$ cat config.mk
export PLATFORM = sky130hd
export DESIGN_NAME = playfair_digraph_cipher
export DESIGN_NICKNAME = d
export VERILOG_FILES = /design/src/hdl/pfc_pkg.sv /design/src/hdl/playfair_digraph_cipher.sv /design/src/hdl/pfc_datapath.sv /design/src/hdl/pfc_ctrl.sv
export SDC_FILE = /design/constraint.sdc
export NUM_CORES = 1
export LEC_CHECK = 0
export ABC_AREA = 0
export BUFFER_PORTS_ARGS = -buffer_cell sky130_fd_sc_hd__buf_2
export CAP_MARGIN = 20
export CORE_MARGIN = 2
export CORE_UTILIZATION = 59
export CTS_BUF_LIST = sky130_fd_sc_hd__clkbuf_4 sky130_fd_sc_hd__clkbuf_8
export CTS_CLUSTER_SIZE = 28
export DETAILED_ROUTE_END_ITERATION = 10
export PLACE_DENSITY = 0.84
export SLEW_MARGIN = 15
export SYNTH_ARGS = -nofsm -noshare
export SYNTH_HDL_FRONTEND = slang
export SYNTH_SLANG_ARGS = --single-unit
$ cat constraint.sdc
create_clock -name i_clk -period 5.3 [get_ports i_clk]
set_input_delay 0.53 -clock i_clk [delete_from_list [all_inputs] [get_ports i_clk]]
set_output_delay 0.53 -clock i_clk [all_outputs]
set_load 0.01 [all_outputs]
$ cat src/hdl/pfc_pkg.sv
// Package: shared types and constants of the Playfair digraph cipher.
package pfc_pkg;

    localparam int LetterW = 5;
    localparam int CoordW  = 3;
    localparam int IndexW  = 5;

    localparam logic [LetterW-1:0] LETTER_A = 5'd0;
    localparam logic [LetterW-1:0] LETTER_I = 5'd8;
    localparam logic [LetterW-1:0] LETTER_J = 5'd9;
    localparam logic [LetterW-1:0] LETTER_Z = 5'd25;

    localparam int Side  = 5;
    localparam int Cells = Side * Side;
    localparam int Alpha = 26;

    localparam logic [CoordW-1:0] COORD_LAST = CoordW'(Side - 1);
    localparam logic [IndexW-1:0] CELLS_FULL = IndexW'(Cells);

    typedef enum logic [1:0] {
        REQ_KEY     = 2'd0,
        REQ_FINISH  = 2'd1,
        REQ_ENCRYPT = 2'd2,
        REQ_DECRYPT = 2'd3
    } t_req;

    typedef struct packed {
        logic capture;
        logic place_key;
        logic fill_clear;
        logic fill_step;
        logic pos_read;
        logic cell_read;
        logic out_load;
    } t_dp_cmd;

    typedef struct packed {
        logic square_ready;
        logic fill_last;
        logic out_free;
    } t_dp_status;

endpackage

$ cat src/hdl/playfair_digraph_cipher.sv
// Top level: Playfair 5x5 digraph cipher with streamed key setup.
// One request at a time. A key letter goes through the placement logic,
// a finish request steps it through the alphabet, one letter per cycle,
// and an encipher or decipher pair goes from acceptance to result through
// the position memory read, the square memory read, then the output register.
// A pair sent before the square is finished skips both reads and returns
// status 1 and zero letters. The output register lets the next request be
// accepted while a result still waits downstream. Letter codes above Z are
// read as Z and J is read as I. Key and finish requests give no result.
module playfair_digraph_cipher (
    input  logic       i_clk,
    input  logic       i_rst_n,
    // request channel
    input  logic       i_in_valid,
    output logic       o_in_stall,
    input  logic [1:0] i_req_type,
    input  logic [4:0] i_letter_a,
    input  logic [4:0] i_letter_b,
    // result channel
    output logic       o_out_valid,
    input  logic       i_out_stall,
    output logic [4:0] o_out_a,
    output logic [4:0] o_out_b,
    output logic       o_status
);

    pfc_pkg::t_dp_cmd    dp_cmd;
    pfc_pkg::t_dp_status dp_status;

    // sequencer: decodes the accepted request and steps the datapath
    pfc_ctrl u_ctrl (
        .i_clk        (i_clk),
        .i_rst_n      (i_rst_n),
        .i_in_valid   (i_in_valid),
        .i_req_type   (i_req_type),
        .o_in_stall   (o_in_stall),
        .i_status_bus (dp_status),
        .o_cmd        (dp_cmd)
    );

    // key square, position table and result register
    pfc_datapath u_datapath (
        .i_clk        (i_clk),
        .i_rst_n      (i_rst_n),
        .i_cmd        (dp_cmd),
        .o_status_bus (dp_status),
        .i_req_type   (i_req_type),
        .i_letter_a   (i_letter_a),
        .i_letter_b   (i_letter_b),
        .i_out_stall  (i_out_stall),
        .o_out_valid  (o_out_valid),
        .o_out_a      (o_out_a),
        .o_out_b      (o_out_b),
        .o_status     (o_status)
    );

`ifndef NO_ASSERTIONS
    // a not-finished result carries zero letters
    a_err_zero: assert property (@(posedge i_clk) disable iff (!i_rst_n)
        (o_out_valid && o_status) |-> (o_out_a == '0 && o_out_b == '0))
        else $error("not-finished result with nonzero letters");

    // J never sits in the square, so it never comes out of a lookup
    a_no_j: assert property (@(posedge i_clk) disable iff (!i_rst_n)
        (o_out_valid && !o_status) |->
        (o_out_a != pfc_pkg::LETTER_J && o_out_b != pfc_pkg::LETTER_J))
        else $error("J in cipher result");

    // an accepted pair request keeps the block busy in the cycle after
    a_busy: assert property (@(posedge i_clk) disable iff (!i_rst_n)
        (i_in_valid && !o_in_stall && i_req_type != pfc_pkg::REQ_FINISH
         && i_req_type != pfc_pkg::REQ_KEY) |=> o_in_stall)
        else $error("pair request not held busy");
`endif

endmodule

$ cat src/hdl/pfc_datapath.sv
// Datapath: key square stores, placement counters, pair lookup and output register.
module pfc_datapath (
    input  logic                      i_clk,
    input  logic                      i_rst_n,
    input  pfc_pkg::t_dp_cmd          i_cmd,
    output pfc_pkg::t_dp_status       o_status_bus,
    input  logic [1:0]                i_req_type,
    input  logic [pfc_pkg::LetterW-1:0] i_letter_a,
    input  logic [pfc_pkg::LetterW-1:0] i_letter_b,
    input  logic                      i_out_stall,
    output logic                      o_out_valid,
    output logic [pfc_pkg::LetterW-1:0] o_out_a,
    output logic [pfc_pkg::LetterW-1:0] o_out_b,
    output logic                      o_status
);

    localparam int LW = pfc_pkg::LetterW;
    localparam int CW = pfc_pkg::CoordW;
    localparam int IW = pfc_pkg::IndexW;

    // request registers
    logic [1:0]    r_req;
    logic [LW-1:0] r_a;
    logic [LW-1:0] r_b;

    // stores
    logic [LW-1:0]     r_square [pfc_pkg::Cells];
    logic [2*CW-1:0]   r_pos    [pfc_pkg::Alpha];
    logic [pfc_pkg::Alpha-1:0] r_seen;

    logic [IW-1:0] r_fill_idx;
    logic [CW-1:0] r_fill_row;
    logic [CW-1:0] r_fill_col;
    logic [LW-1:0] r_fill_letter;
    logic          r_ready;

    logic [2*CW-1:0] r_pos_a_q;
    logic [2*CW-1:0] r_pos_b_q;
    logic [LW-1:0]   r_cell_a_q;
    logic [LW-1:0]   r_cell_b_q;

    logic          r_out_valid;
    logic [LW-1:0] r_out_a;
    logic [LW-1:0] r_out_b;
    logic          r_out_status;

    function automatic logic [LW-1:0] norm_letter(input logic [LW-1:0] raw);
        logic [LW-1:0] v;
        v = (raw > pfc_pkg::LETTER_Z) ? pfc_pkg::LETTER_Z : raw;
        if (v == pfc_pkg::LETTER_J) begin
            v = pfc_pkg::LETTER_I;
        end
        return v;
    endfunction

    function automatic logic [CW-1:0] coord_step(input logic [CW-1:0] x, input logic back);
        logic [CW-1:0] y;
        if (back) begin
            y = (x == '0) ? pfc_pkg::COORD_LAST : x - CW'(1);
        end else begin
            y = (x == pfc_pkg::COORD_LAST) ? '0 : x + CW'(1);
        end
        return y;
    endfunction

    function automatic logic [IW-1:0] cell_index(input logic [CW-1:0] row,
                                                 input logic [CW-1:0] col);
        return IW'({row, 2'b00}) + IW'(row) + IW'(col);
    endfunction

    // placement
    logic          place_req;
    logic [LW-1:0] place_letter;
    logic          place_en;
    logic          full;

    assign full         = (r_fill_idx == pfc_pkg::CELLS_FULL);
    assign place_req    = i_cmd.place_key | i_cmd.fill_step;
    assign place_letter = i_cmd.fill_step ? r_fill_letter : r_a;
    assign place_en     = place_req && !r_seen[place_letter] && !full
                          && (place_letter != pfc_pkg::LETTER_J);

    // pair lookup: new coordinates
    logic [CW-1:0] ra, ca, rb, cb;
    logic [CW-1:0] nra, nca, nrb, ncb;
    logic          back;

    assign {ra, ca} = r_pos_a_q;
    assign {rb, cb} = r_pos_b_q;
    assign back     = (r_req == pfc_pkg::REQ_DECRYPT);

    always_comb begin
        if (ra == rb) begin
            nra = ra;
            nrb = rb;
            nca = coord_step(ca, back);
            ncb = coord_step(cb, back);
        end else if (ca == cb) begin
            nra = coord_step(ra, back);
            nrb = coord_step(rb, back);
            nca = ca;
            ncb = cb;
        end else begin
            nra = ra;
            nrb = rb;
            nca = cb;
            ncb = ca;
        end
    end

    logic out_free;
    assign out_free = !r_out_valid || !i_out_stall;

    // control state
    always_ff @(posedge i_clk) begin
        if (!i_rst_n) begin
            r_seen        <= '0;
            r_fill_idx    <= '0;
            r_fill_row    <= '0;
            r_fill_col    <= '0;
            r_fill_letter <= pfc_pkg::LETTER_A;
            r_ready       <= 1'b0;
            r_out_valid   <= 1'b0;
        end else begin
            if (place_en) begin
                r_seen[place_letter] <= 1'b1;
                r_fill_idx           <= r_fill_idx + IW'(1);
                if (r_fill_col == pfc_pkg::COORD_LAST) begin
                    r_fill_col <= '0;
                    r_fill_row <= r_fill_row + CW'(1);
                end else begin
                    r_fill_col <= r_fill_col + CW'(1);
                end
            end
            if (i_cmd.fill_clear) begin
                r_fill_letter <= pfc_pkg::LETTER_A;
            end else if (i_cmd.fill_step) begin
                r_fill_letter <= r_fill_letter + LW'(1);
                if (r_fill_letter == pfc_pkg::LETTER_Z) begin
                    r_ready <= 1'b1;
                end
            end
            if (i_cmd.out_load) begin
                r_out_valid <= 1'b1;
            end else if (!i_out_stall) begin
                r_out_valid <= 1'b0;
            end
        end
    end

    // payload
    always_ff @(posedge i_clk) begin
        if (i_cmd.capture) begin
            r_req <= i_req_type;
            r_a   <= norm_letter(i_letter_a);
            r_b   <= norm_letter(i_letter_b);
        end
        if (i_cmd.out_load) begin
            r_out_a      <= r_ready ? r_cell_a_q : '0;
            r_out_b      <= r_ready ? r_cell_b_q : '0;
            r_out_status <= !r_ready;
        end
    end

    // position memory: one write, two registered reads
    always_ff @(posedge i_clk) begin
        if (place_en) begin
            r_pos[place_letter] <= {r_fill_row, r_fill_col};
        end
        if (i_cmd.pos_read) begin
            r_pos_a_q <= r_pos[r_a];
            r_pos_b_q <= r_pos[r_b];
        end
    end

    // square memory: one write, two registered reads
    always_ff @(posedge i_clk) begin
        if (place_en) begin
            r_square[r_fill_idx] <= place_letter;
        end
        if (i_cmd.cell_read) begin
            r_cell_a_q <= r_square[cell_index(nra, nca)];
            r_cell_b_q <= r_square[cell_index(nrb, ncb)];
        end
    end

    assign o_status_bus.square_ready = r_ready;
    assign o_status_bus.fill_last    = (r_fill_letter == pfc_pkg::LETTER_Z);
    assign o_status_bus.out_free     = out_free;

    assign o_out_valid = r_out_valid;
    assign o_out_a     = r_out_a;
    assign o_out_b     = r_out_b;
    assign o_status    = r_out_status;

endmodule

$ cat src/hdl/pfc_ctrl.sv
// Controller: one-hot request sequencer that drives the datapath commands.
module pfc_ctrl (
    input  logic                i_clk,
    input  logic                i_rst_n,
    input  logic                i_in_valid,
    input  logic [1:0]          i_req_type,
    output logic                o_in_stall,
    input  pfc_pkg::t_dp_status i_status_bus,
    output pfc_pkg::t_dp_cmd    o_cmd
);

    typedef enum logic [5:0] {
        S_IDLE = 6'b000001,
        S_KEY  = 6'b000010,
        S_FILL = 6'b000100,
        S_POS  = 6'b001000,
        S_CELL = 6'b010000,
        S_OUT  = 6'b100000
    } t_state;

    t_state r_state;
    t_state n_state;
    logic   accept;

    assign o_in_stall = (r_state != S_IDLE);
    assign accept     = i_in_valid && (r_state == S_IDLE);

    always_comb begin
        n_state = r_state;
        o_cmd   = '0;
        case (r_state)
            S_IDLE: begin
                if (accept) begin
                    o_cmd.capture = 1'b1;
                    case (i_req_type)
                        pfc_pkg::REQ_KEY: begin
                            if (!i_status_bus.square_ready) n_state = S_KEY;
                        end
                        pfc_pkg::REQ_FINISH: begin
                            o_cmd.fill_clear = 1'b1;
                            if (!i_status_bus.square_ready) n_state = S_FILL;
                        end
                        default: begin
                            n_state = i_status_bus.square_ready ? S_POS : S_OUT;
                        end
                    endcase
                end
            end
            S_KEY: begin
                o_cmd.place_key = 1'b1;
                n_state         = S_IDLE;
            end
            S_FILL: begin
                o_cmd.fill_step = 1'b1;
                if (i_status_bus.fill_last) n_state = S_IDLE;
            end
            S_POS: begin
                o_cmd.pos_read = 1'b1;
                n_state        = S_CELL;
            end
            S_CELL: begin
                o_cmd.cell_read = 1'b1;
                n_state         = S_OUT;
            end
            S_OUT: begin
                if (i_status_bus.out_free) begin
                    o_cmd.out_load = 1'b1;
                    n_state        = S_IDLE;
                end
            end
            default: begin
                n_state = S_IDLE;
            end
        endcase
    end

    always_ff @(posedge i_clk) begin
        if (!i_rst_n) begin
            r_state <= S_IDLE;
        end else begin
            r_state <= n_state;
        end
    end

endmodule

==> implementation parameters, run 1 <==
Parameter                              Value

Floorplanning
  Floorplan die area ... 32,840 sq um
  Die width ... 181.2 um
  Initial core utilization ... 0.6026
  Vertical die dimension ... 181.2 um
  Number of rows created at floorplan ... 64
  # IOs ... 29
  Placeable core region ... 30,750 sq um

Job
  # Max-Cap Violations ... 0

Routing
  Ratio of routed vias to standard cells ... 6.912
  Total number of vias ... 11,870
  Final routed wirelength across all metal layers ... 44,690 um
  Iteration-0 DRC Markers ... 1,766
  Router iterations before antenna repair ... 6
  Post-detailed-route count of antenna-violating nets ... 0
  Detailed-route wire length per cell ... 26.01 um
  # DRC ... 0

Worst setup path
  Depth of the worst register-to-register path ... 14
  Arr. time, crit path ... 5280 ps
  Critical path peak fanout ... 13
  Type of the worst setup path ... reg2reg
  Required arrival time at the worst endpoint ... 5670 ps
  Count of buffering cells on the critical path with inverters included ... 4
  Startpoint Class ... register
  Kind of capture point of the worst setup path ... register
  Worst-path cell chain ... xor2_1, nor3_1, buf_4, nor2_1, nand2_1, o21ai_0, inv_1, fa_1, inv_1, fa_1, buf_4, mux4_2, a221oi_1, o221ai_1
  CP max stage cell ... sky130_fd_sc_hd__fa_1
  Reg2Reg Setup Slack ... 400 ps
  Maximum single-stage delay on the critical path ... 960 ps
  CP Depth ... 14
  Family of cells with the greatest summed delay on the critical path ... adder cells

STA
  Skew final ... 52.61 ps
  Final setup violating endpoints ... 0
  Final hold violations ... 0
  Unrepaired setup endpoints after global routing ... no
  Final critical-path required period ... 4905 ps
  Maximum clock frequency ... 203.9 MHz
  Max-Slew Margin vs Limit ... 0.2647
  Final worst-path cycle share ... 0.9255
  Max Transition Viols Final ... 0
  Post-route setup TNS ... 0 ps
  Slew of the pin with the lowest slew margin ... 1101 ps

Yosys
  Ranking of synthesized cells by area ... sky130_fd_sc_hd__edfxtp_1, sky130_fd_sc_hd__mux4_2, sky130_fd_sc_hd__dfxtp_1, sky130_fd_sc_hd__ha_1, sky130_fd_sc_hd__nand2_1
  Mapped Cells ... 1,232
  Number of enable-type register cells in the synthesized netlist ... 326
  Post-synthesis async set-or-reset flop share ... 0
  Post-synth top area share ... 0.5283
  Most frequently used flop master after synthesis ... sky130_fd_sc_hd__edfxtp_1
  Register area share after synthesis ... 0.5813
  Number of library cell types mapped by synthesis ... 74
  Netlist area before placement ... 18,530 sq um
  Number of flip-flops and latches in the synthesized netlist ... 375
  Cell accounting for the most synthesized area ... sky130_fd_sc_hd__edfxtp_1
  Avg Cell Area, Syn ... 15.04 sq um
  YS warnings ... 0

Worst hold path
  Worst hold path depth ... 1
  Kind of path behind the tightest hold check ... in2reg

Clock network
  TritonCTS clock tree ... built
  Latest clock arrival within the worst-skew pair ... 650 ps
  Max Buffers Root-to-Sink ... 3
  Hold-fix buffer count after cts ... 0
  Number of buffers created by CTS ... 61
  Sink Count ... 375
  Gates resized, CTS repair ... 0
  Setup bufs post-CTS ... 0
  CTS Root Buffer Type ... sky130_fd_sc_hd__clkbuf_8
  CTS clk-pin slew, worst paths ... 60 ps
  Level count of the clock H-tree ... 2

Global routing
  Wire length of the first global-routing pass ... 68,900 um
  Global router's overall resource usage ... 0.2753
  Final global-route overflow total ... 0
  Via count of the first global-routing pass ... 12,130
  Number of antenna violations at the first check in global routing ... 0
  Pin count of the biggest net entering global routing ... 59

Final layout
  Total number of nets in the final design ... 1,321
  Synthesis-to-layout area growth ... 10.03%
  Ratio of cells with drive above 1 in the final layout ... 0.2625
  Non-Filler Cell Area, Final ... 20,390 sq um
  Number of cells in the finished layout apart from fillers ... 1,718
  Number of antenna diodes ... 0

Power
  Peak supply drop ... 0.0002445 V
  Static leakage power ... 7.090 nW
  PwrDens ... 325.2 nW/um^2

Place
  Cell Area, Placed ... 19,040 sq um
  Post-DP HPWL ... 29,940 um
  Buffers added on ports ... 28
  Final weighted congestion of routability-driven global placement ... 0.8955
  Number of placed cells counting well taps ... 1,603

Outcome
  Outcome ... completed
==> through the flow <==
| step | util | worst slack [ps] | power, mW | hold WS, ps |
|---|---|---|---|---|
| finish | 0.6630 | 395.0 | 6.630 | 131.1 |
| global route | 0.6630 | 100.7 | 6.826 | 124.8 |
| CTS | 0.6630 | 436.5 | 6.646 | 109.3 |
| detailed placement | 0.6192 | 415.4 | 3.970 | 450.7 |
| global placement | 0.6190 | 615.3 | 3.950 | 438.2 |
| floorplan | - | 905.1 | 3.783 | 418.6 |
==> final cells by class <==
cell class              instances  area (sq um)
clock buffers                  83          1074
clock inverters                32         272.8
fillers                      2039         10360
inverters                      37         138.9
multi-input cells             741          7288
flip-flops and latches        375         10770
well taps                     396         495.5
repair buffers                 54         347.8
==> state kept, by name (all words and copies together), names as in the netlist, 2 cells and up <==
register                  flops
u_datapath.r_fill_idx         5
u_ctrl.r_state                6
u_datapath.r_pos            156
u_datapath.r_square         125
u_datapath.r_cell_a_q         5
u_datapath.r_a                5
u_datapath.r_fill_letter      5
u_datapath.r_req              2
u_datapath.o_out_b            5
u_datapath.r_fill_row         3
u_datapath.o_out_a            5
u_datapath.r_fill_col         3
u_datapath.r_pos_a_q          6
u_datapath.r_seen            25
u_datapath.r_pos_b_q          6
u_datapath.r_cell_b_q         5
u_datapath.r_b                5
==> worst paths after layout <==
path,start,endpoint
max,u_datapath.r_pos_b_q[5],u_datapath.r_cell_b_q[0]
min,i_letter_a[4],u_datapath.r_a[4]
max reg2reg,u_datapath.r_pos_b_q[5],u_datapath.r_cell_b_q[0]
min reg2reg,u_datapath.r_seen[17],u_datapath.r_seen[17]
==> logic make-up (layout without fill, tap and decap cells) <==
family                     after synthesis  count (layout)  synth area share
AOI/OAI and AO/OA                      183             183           0.06982
xor gates and xnor gates                19              19          0.008981
adders and majority gates               35              35           0.02525
buffers and inverters                  121             206           0.02667
DFF                                    375             375            0.5813
muxes                                  192             192            0.2024
other                                    1               6         0.0002024
and+or+nand+nor                        306             306           0.08535
==> cell usage after synthesis (14+ instances only) <==
master	instances
sky130_fd_sc_hd__inv_1	37
sky130_fd_sc_hd__buf_1	18
sky130_fd_sc_hd__nand2_1	94
sky130_fd_sc_hd__mux2_2	22
sky130_fd_sc_hd__nor3_1	14
sky130_fd_sc_hd__edfxtp_1	326
sky130_fd_sc_hd__nand3_1	29
sky130_fd_sc_hd__and3_1	37
sky130_fd_sc_hd__and2_1	18
sky130_fd_sc_hd__clkbuf_1	57
sky130_fd_sc_hd__mux2i_1	26
sky130_fd_sc_hd__a21oi_1	29
sky130_fd_sc_hd__dfxtp_1	49
sky130_fd_sc_hd__nor2_1	48
sky130_fd_sc_hd__ha_1	31
sky130_fd_sc_hd__o21ai_0	40
sky130_fd_sc_hd__mux4_2	144
==> report_power, final <==
| part | leakage (nW) | internal, mW | switching (mW) | total, mW |
|---|---|---|---|---|
| logic | 2.89 | 0.248 | 0.371 | 0.620 |
| registers | 3.48 | 3.25 | 0.0565 | 3.30 |
| clock network | 0.715 | 1.52 | 1.19 | 2.71 |
| total | 7.09 | 5.02 | 1.61 | 6.63 |
==> per-layer routing <==
| metal | part of all wire | vias to the layer above | track usage |
|---|---|---|---|
| met5 | 0 | - | 0 |
| met4 | 0.049 | 0 | 0.1304 |
| met3 | 0.11 | 167 | 0.06249 |
| met2 | 0.50 | 861 | 0.4575 |
| met1 | 0.35 | 5842 | 0.3460 |
| li1 | - | 5004 | - |
==> cells in the final DEF, fill, tap and decap left out, types with 18 or more instances in the layout <==
cell type                  synthesis  layout
sky130_fd_sc_hd__buf_4             4      25
sky130_fd_sc_hd__clkbuf_8          0      72
sky130_fd_sc_hd__nand3_1          29      29
sky130_fd_sc_hd__dfxtp_1          49      49
sky130_fd_sc_hd__inv_1            37      37
sky130_fd_sc_hd__a21oi_1          29      29
sky130_fd_sc_hd__ha_1             31      29
sky130_fd_sc_hd__mux2_2           22      22
sky130_fd_sc_hd__o21ai_0          40      39
sky130_fd_sc_hd__and3_1           37      37
sky130_fd_sc_hd__mux2i_1          26      26
sky130_fd_sc_hd__nand2_1          94      94
sky130_fd_sc_hd__nor2_1           48      48
sky130_fd_sc_hd__mux4_2          144     144
sky130_fd_sc_hd__buf_2             2      28
sky130_fd_sc_hd__and2_1           18      18
sky130_fd_sc_hd__edfxtp_1        326     326
Note: power is estimated with default switching activity, not from simulation.
==> inputs of run 2 (changes only) <==
Settings changed: CORE_UTILIZATION 59 to 30, PLACE_DENSITY 0.84 to 0.53.
==> run 2 against run 1 <==
Compared with the run above:
- power is 0.76% higher
- via count is 4.3% lower
- combinational power is 3% higher
- clock power is 1% higher
- largest cell class unchanged
- largest power group unchanged
==> implementation parameters, run 2 (same netlist as run 1, synthesis figures left out) <==
Parameter                              Value

STA
  Final setup margin ... 489.2 ps
  Max-Slew Margin vs Limit ... 0.2821
  Post-route setup TNS ... 0 ps
  Maximum clock frequency ... 207.9 MHz
  Final critical-path required period ... 4811 ps
  Worst hold slack ... 99.39 ps
  Unrepaired setup endpoints after global routing ... no
  Final setup violating endpoints ... 0
  Max Transition Viols Final ... 0
  Skew final ... 30.16 ps
  Final worst-path cycle share ... 0.9077
  Slew of the pin with the lowest slew margin ... 1075 ps
  Final hold violations ... 0

Final layout
  Largest register FFs ... 156
  Commonest cells after routing, fill and taps aside ... sky130_fd_sc_hd__edfxtp_1, sky130_fd_sc_hd__mux4_2, sky130_fd_sc_hd__nand2_1, sky130_fd_sc_hd__clkbuf_8, sky130_fd_sc_hd__dfxtp_1
  End-of-flow core utilization ... 0.3423
  Number of filler cells placed in the layout ... 5,838
  Non-Filler Cell Area, Final ... 21,010 sq um
  Most flops, register ... u_datapath.r_pos
  Area taken by multi-input logic gates ... 7288 sq um
  Number of cells in the finished layout apart from fillers ... 2,130
  Most common cell after layout, fill and taps aside ... sky130_fd_sc_hd__edfxtp_1
  Synthesis-to-layout area growth ... 13.38%
  Number of antenna diodes ... 0
  Total number of nets in the final design ... 1,344
  Top Registers ... u_datapath.r_pos (156), u_datapath.r_square (125), u_datapath.r_seen (25)
  Sequential cell area ... 10,770 sq um
  Ratio of cells with drive above 1 in the final layout ... 0.2694

Worst setup path
  Type of the worst setup path ... reg2reg
  Required arrival time at the worst endpoint ... 5670 ps
  Kind of capture point of the worst setup path ... register
  Arr. time, crit path ... 5180 ps
  Critical path peak fanout ... 14
  Startpoint Class ... register

Outcome
  Outcome ... completed

Global routing
  Final global-route overflow total ... 0
  Wire length of the first global-routing pass ... 70,620 um
  Via count of the first global-routing pass ... 11,460
  Global router's overall resource usage ... 0.1476
  Pin count of the biggest net entering global routing ... 59
  Number of antenna violations at the first check in global routing ... 0

Routing
  Detailed-route wire length per cell ... 21.86 um
  Ratio of routed vias to standard cells ... 5.332
  Post-detailed-route count of antenna-violating nets ... 0
  Final routed wirelength across all metal layers ... 46,570 um
  Total number of vias ... 11,360
  Iteration-0 DRC Markers ... 957
  # DRC ... 0
  Router iterations before antenna repair ... 5

Clock network
  Latest clock arrival within the worst-skew pair ... 650 ps
  Sink Count ... 375
  Gates resized, CTS repair ... 0
  CTS clk-pin slew, worst paths ... 60 ps
  Max Buffers Root-to-Sink ... 3
  Level count of the clock H-tree ... 3
  Hold-fix buffer count after cts ... 0
  Number of buffers created by CTS ... 67
  CTS Root Buffer Type ... sky130_fd_sc_hd__clkbuf_8
  TritonCTS clock tree ... built
  Setup bufs post-CTS ... 0

Floorplanning
  # IOs ... 29
  Die width ... 252.5 um
  Floorplan die area ... 63,770 sq um
  Initial core utilization ... 0.3019
  Placeable core region ... 61,370 sq um
  Number of rows created at floorplan ... 91
  Vertical die dimension ... 252.5 um

Job
  # Max-Cap Violations ... 0

Place
  Final weighted congestion of routability-driven global placement ... 0.8397
  Worst slack after detailed placement ... 449.9 ps
  Post-DP HPWL ... 30,760 um
  Number of placed cells counting well taps ... 2,009
  Cell Area, Placed ... 19,610 sq um
  Buffers added on ports ... 28

Worst hold path
  Kind of path behind the tightest hold check ... in2reg

Power
  Peak supply drop ... 0.0001760 V
  Static leakage power ... 7.165 nW
  Overall power after layout ... 6.680 mW
  PwrDens ... 318.0 nW/um^2
==> run 2: cell types whose count changed in the layout (fill, tap and decap cells not counted), moves of 3 or more <==
cell / before / now
sky130_fd_sc_hd__buf_8: 0 / 3
sky130_fd_sc_hd__buf_4: 25 / 39
sky130_fd_sc_hd__clkinv_1: 9 / 13
sky130_fd_sc_hd__clkinv_2: 15 / 7
sky130_fd_sc_hd__clkbuf_4: 11 / 16
==> run 2: worst max-delay path, stage by stage (launching register included) <==
cell                       delay, ps
sky130_fd_sc_hd__edfxtp_1        520
sky130_fd_sc_hd__xor2_1          210
sky130_fd_sc_hd__nor3_1          250
sky130_fd_sc_hd__nor2_1          220
sky130_fd_sc_hd__a311oi_1        310
sky130_fd_sc_hd__o22ai_1         180
sky130_fd_sc_hd__fa_1            530
sky130_fd_sc_hd__inv_1            70
sky130_fd_sc_hd__fa_1           1030
sky130_fd_sc_hd__mux4_2          400
sky130_fd_sc_hd__mux2_2          280
sky130_fd_sc_hd__a221oi_1        330
sky130_fd_sc_hd__o221ai_1        190
==> run 2: layer usage <==
layer / up-vias / track usage / part of all wire
met2: 405 / 0.2415 / 0.49
met1: 5844 / 0.1967 / 0.43
li1: 5037 / - / -
met3: 72 / 0.02894 / 0.059
met4: 0 / 0.04886 / 0.024
met5: - / 0 / 0
==> run 2: final cells by class <==
class | count | share of cell area
clock buffer | 89 | 0.05354
inverter | 37 | 0.006611
tap | 790 | 0.04705
timing repair buffer | 71 | 0.02329
sequential | 375 | 0.5127
multi-input combinational | 741 | 0.3469
clock inverter | 27 | 0.009946
==> run 2: where the power goes <==
| group | switching (mW) | leakage [nW] | total, mW | internal, mW |
|---|---|---|---|---|
| clock network | 1.23 | 0.699 | 2.75 | 1.53 |
| logic | 0.385 | 2.98 | 0.637 | 0.252 |
| registers | 0.0457 | 3.48 | 3.29 | 3.25 |
==> run 2: worst paths after layout <==
| kind | to | cells past startpoint | from | slack (ps) |
|---|---|---|---|---|
| setup / recovery | u_datapath.r_cell_b_q[4] | 12 | u_datapath.r_pos_b_q[5] | 490 |
| hold reg to reg | u_datapath.r_seen[18] | 2 | u_datapath.r_seen[18] | 460 |
| hold / removal | u_datapath.r_a[4] | 1 | i_letter_a[4] | 100 |
| setup reg to reg | u_datapath.r_cell_b_q[4] | 12 | u_datapath.r_pos_b_q[5] | 490 |
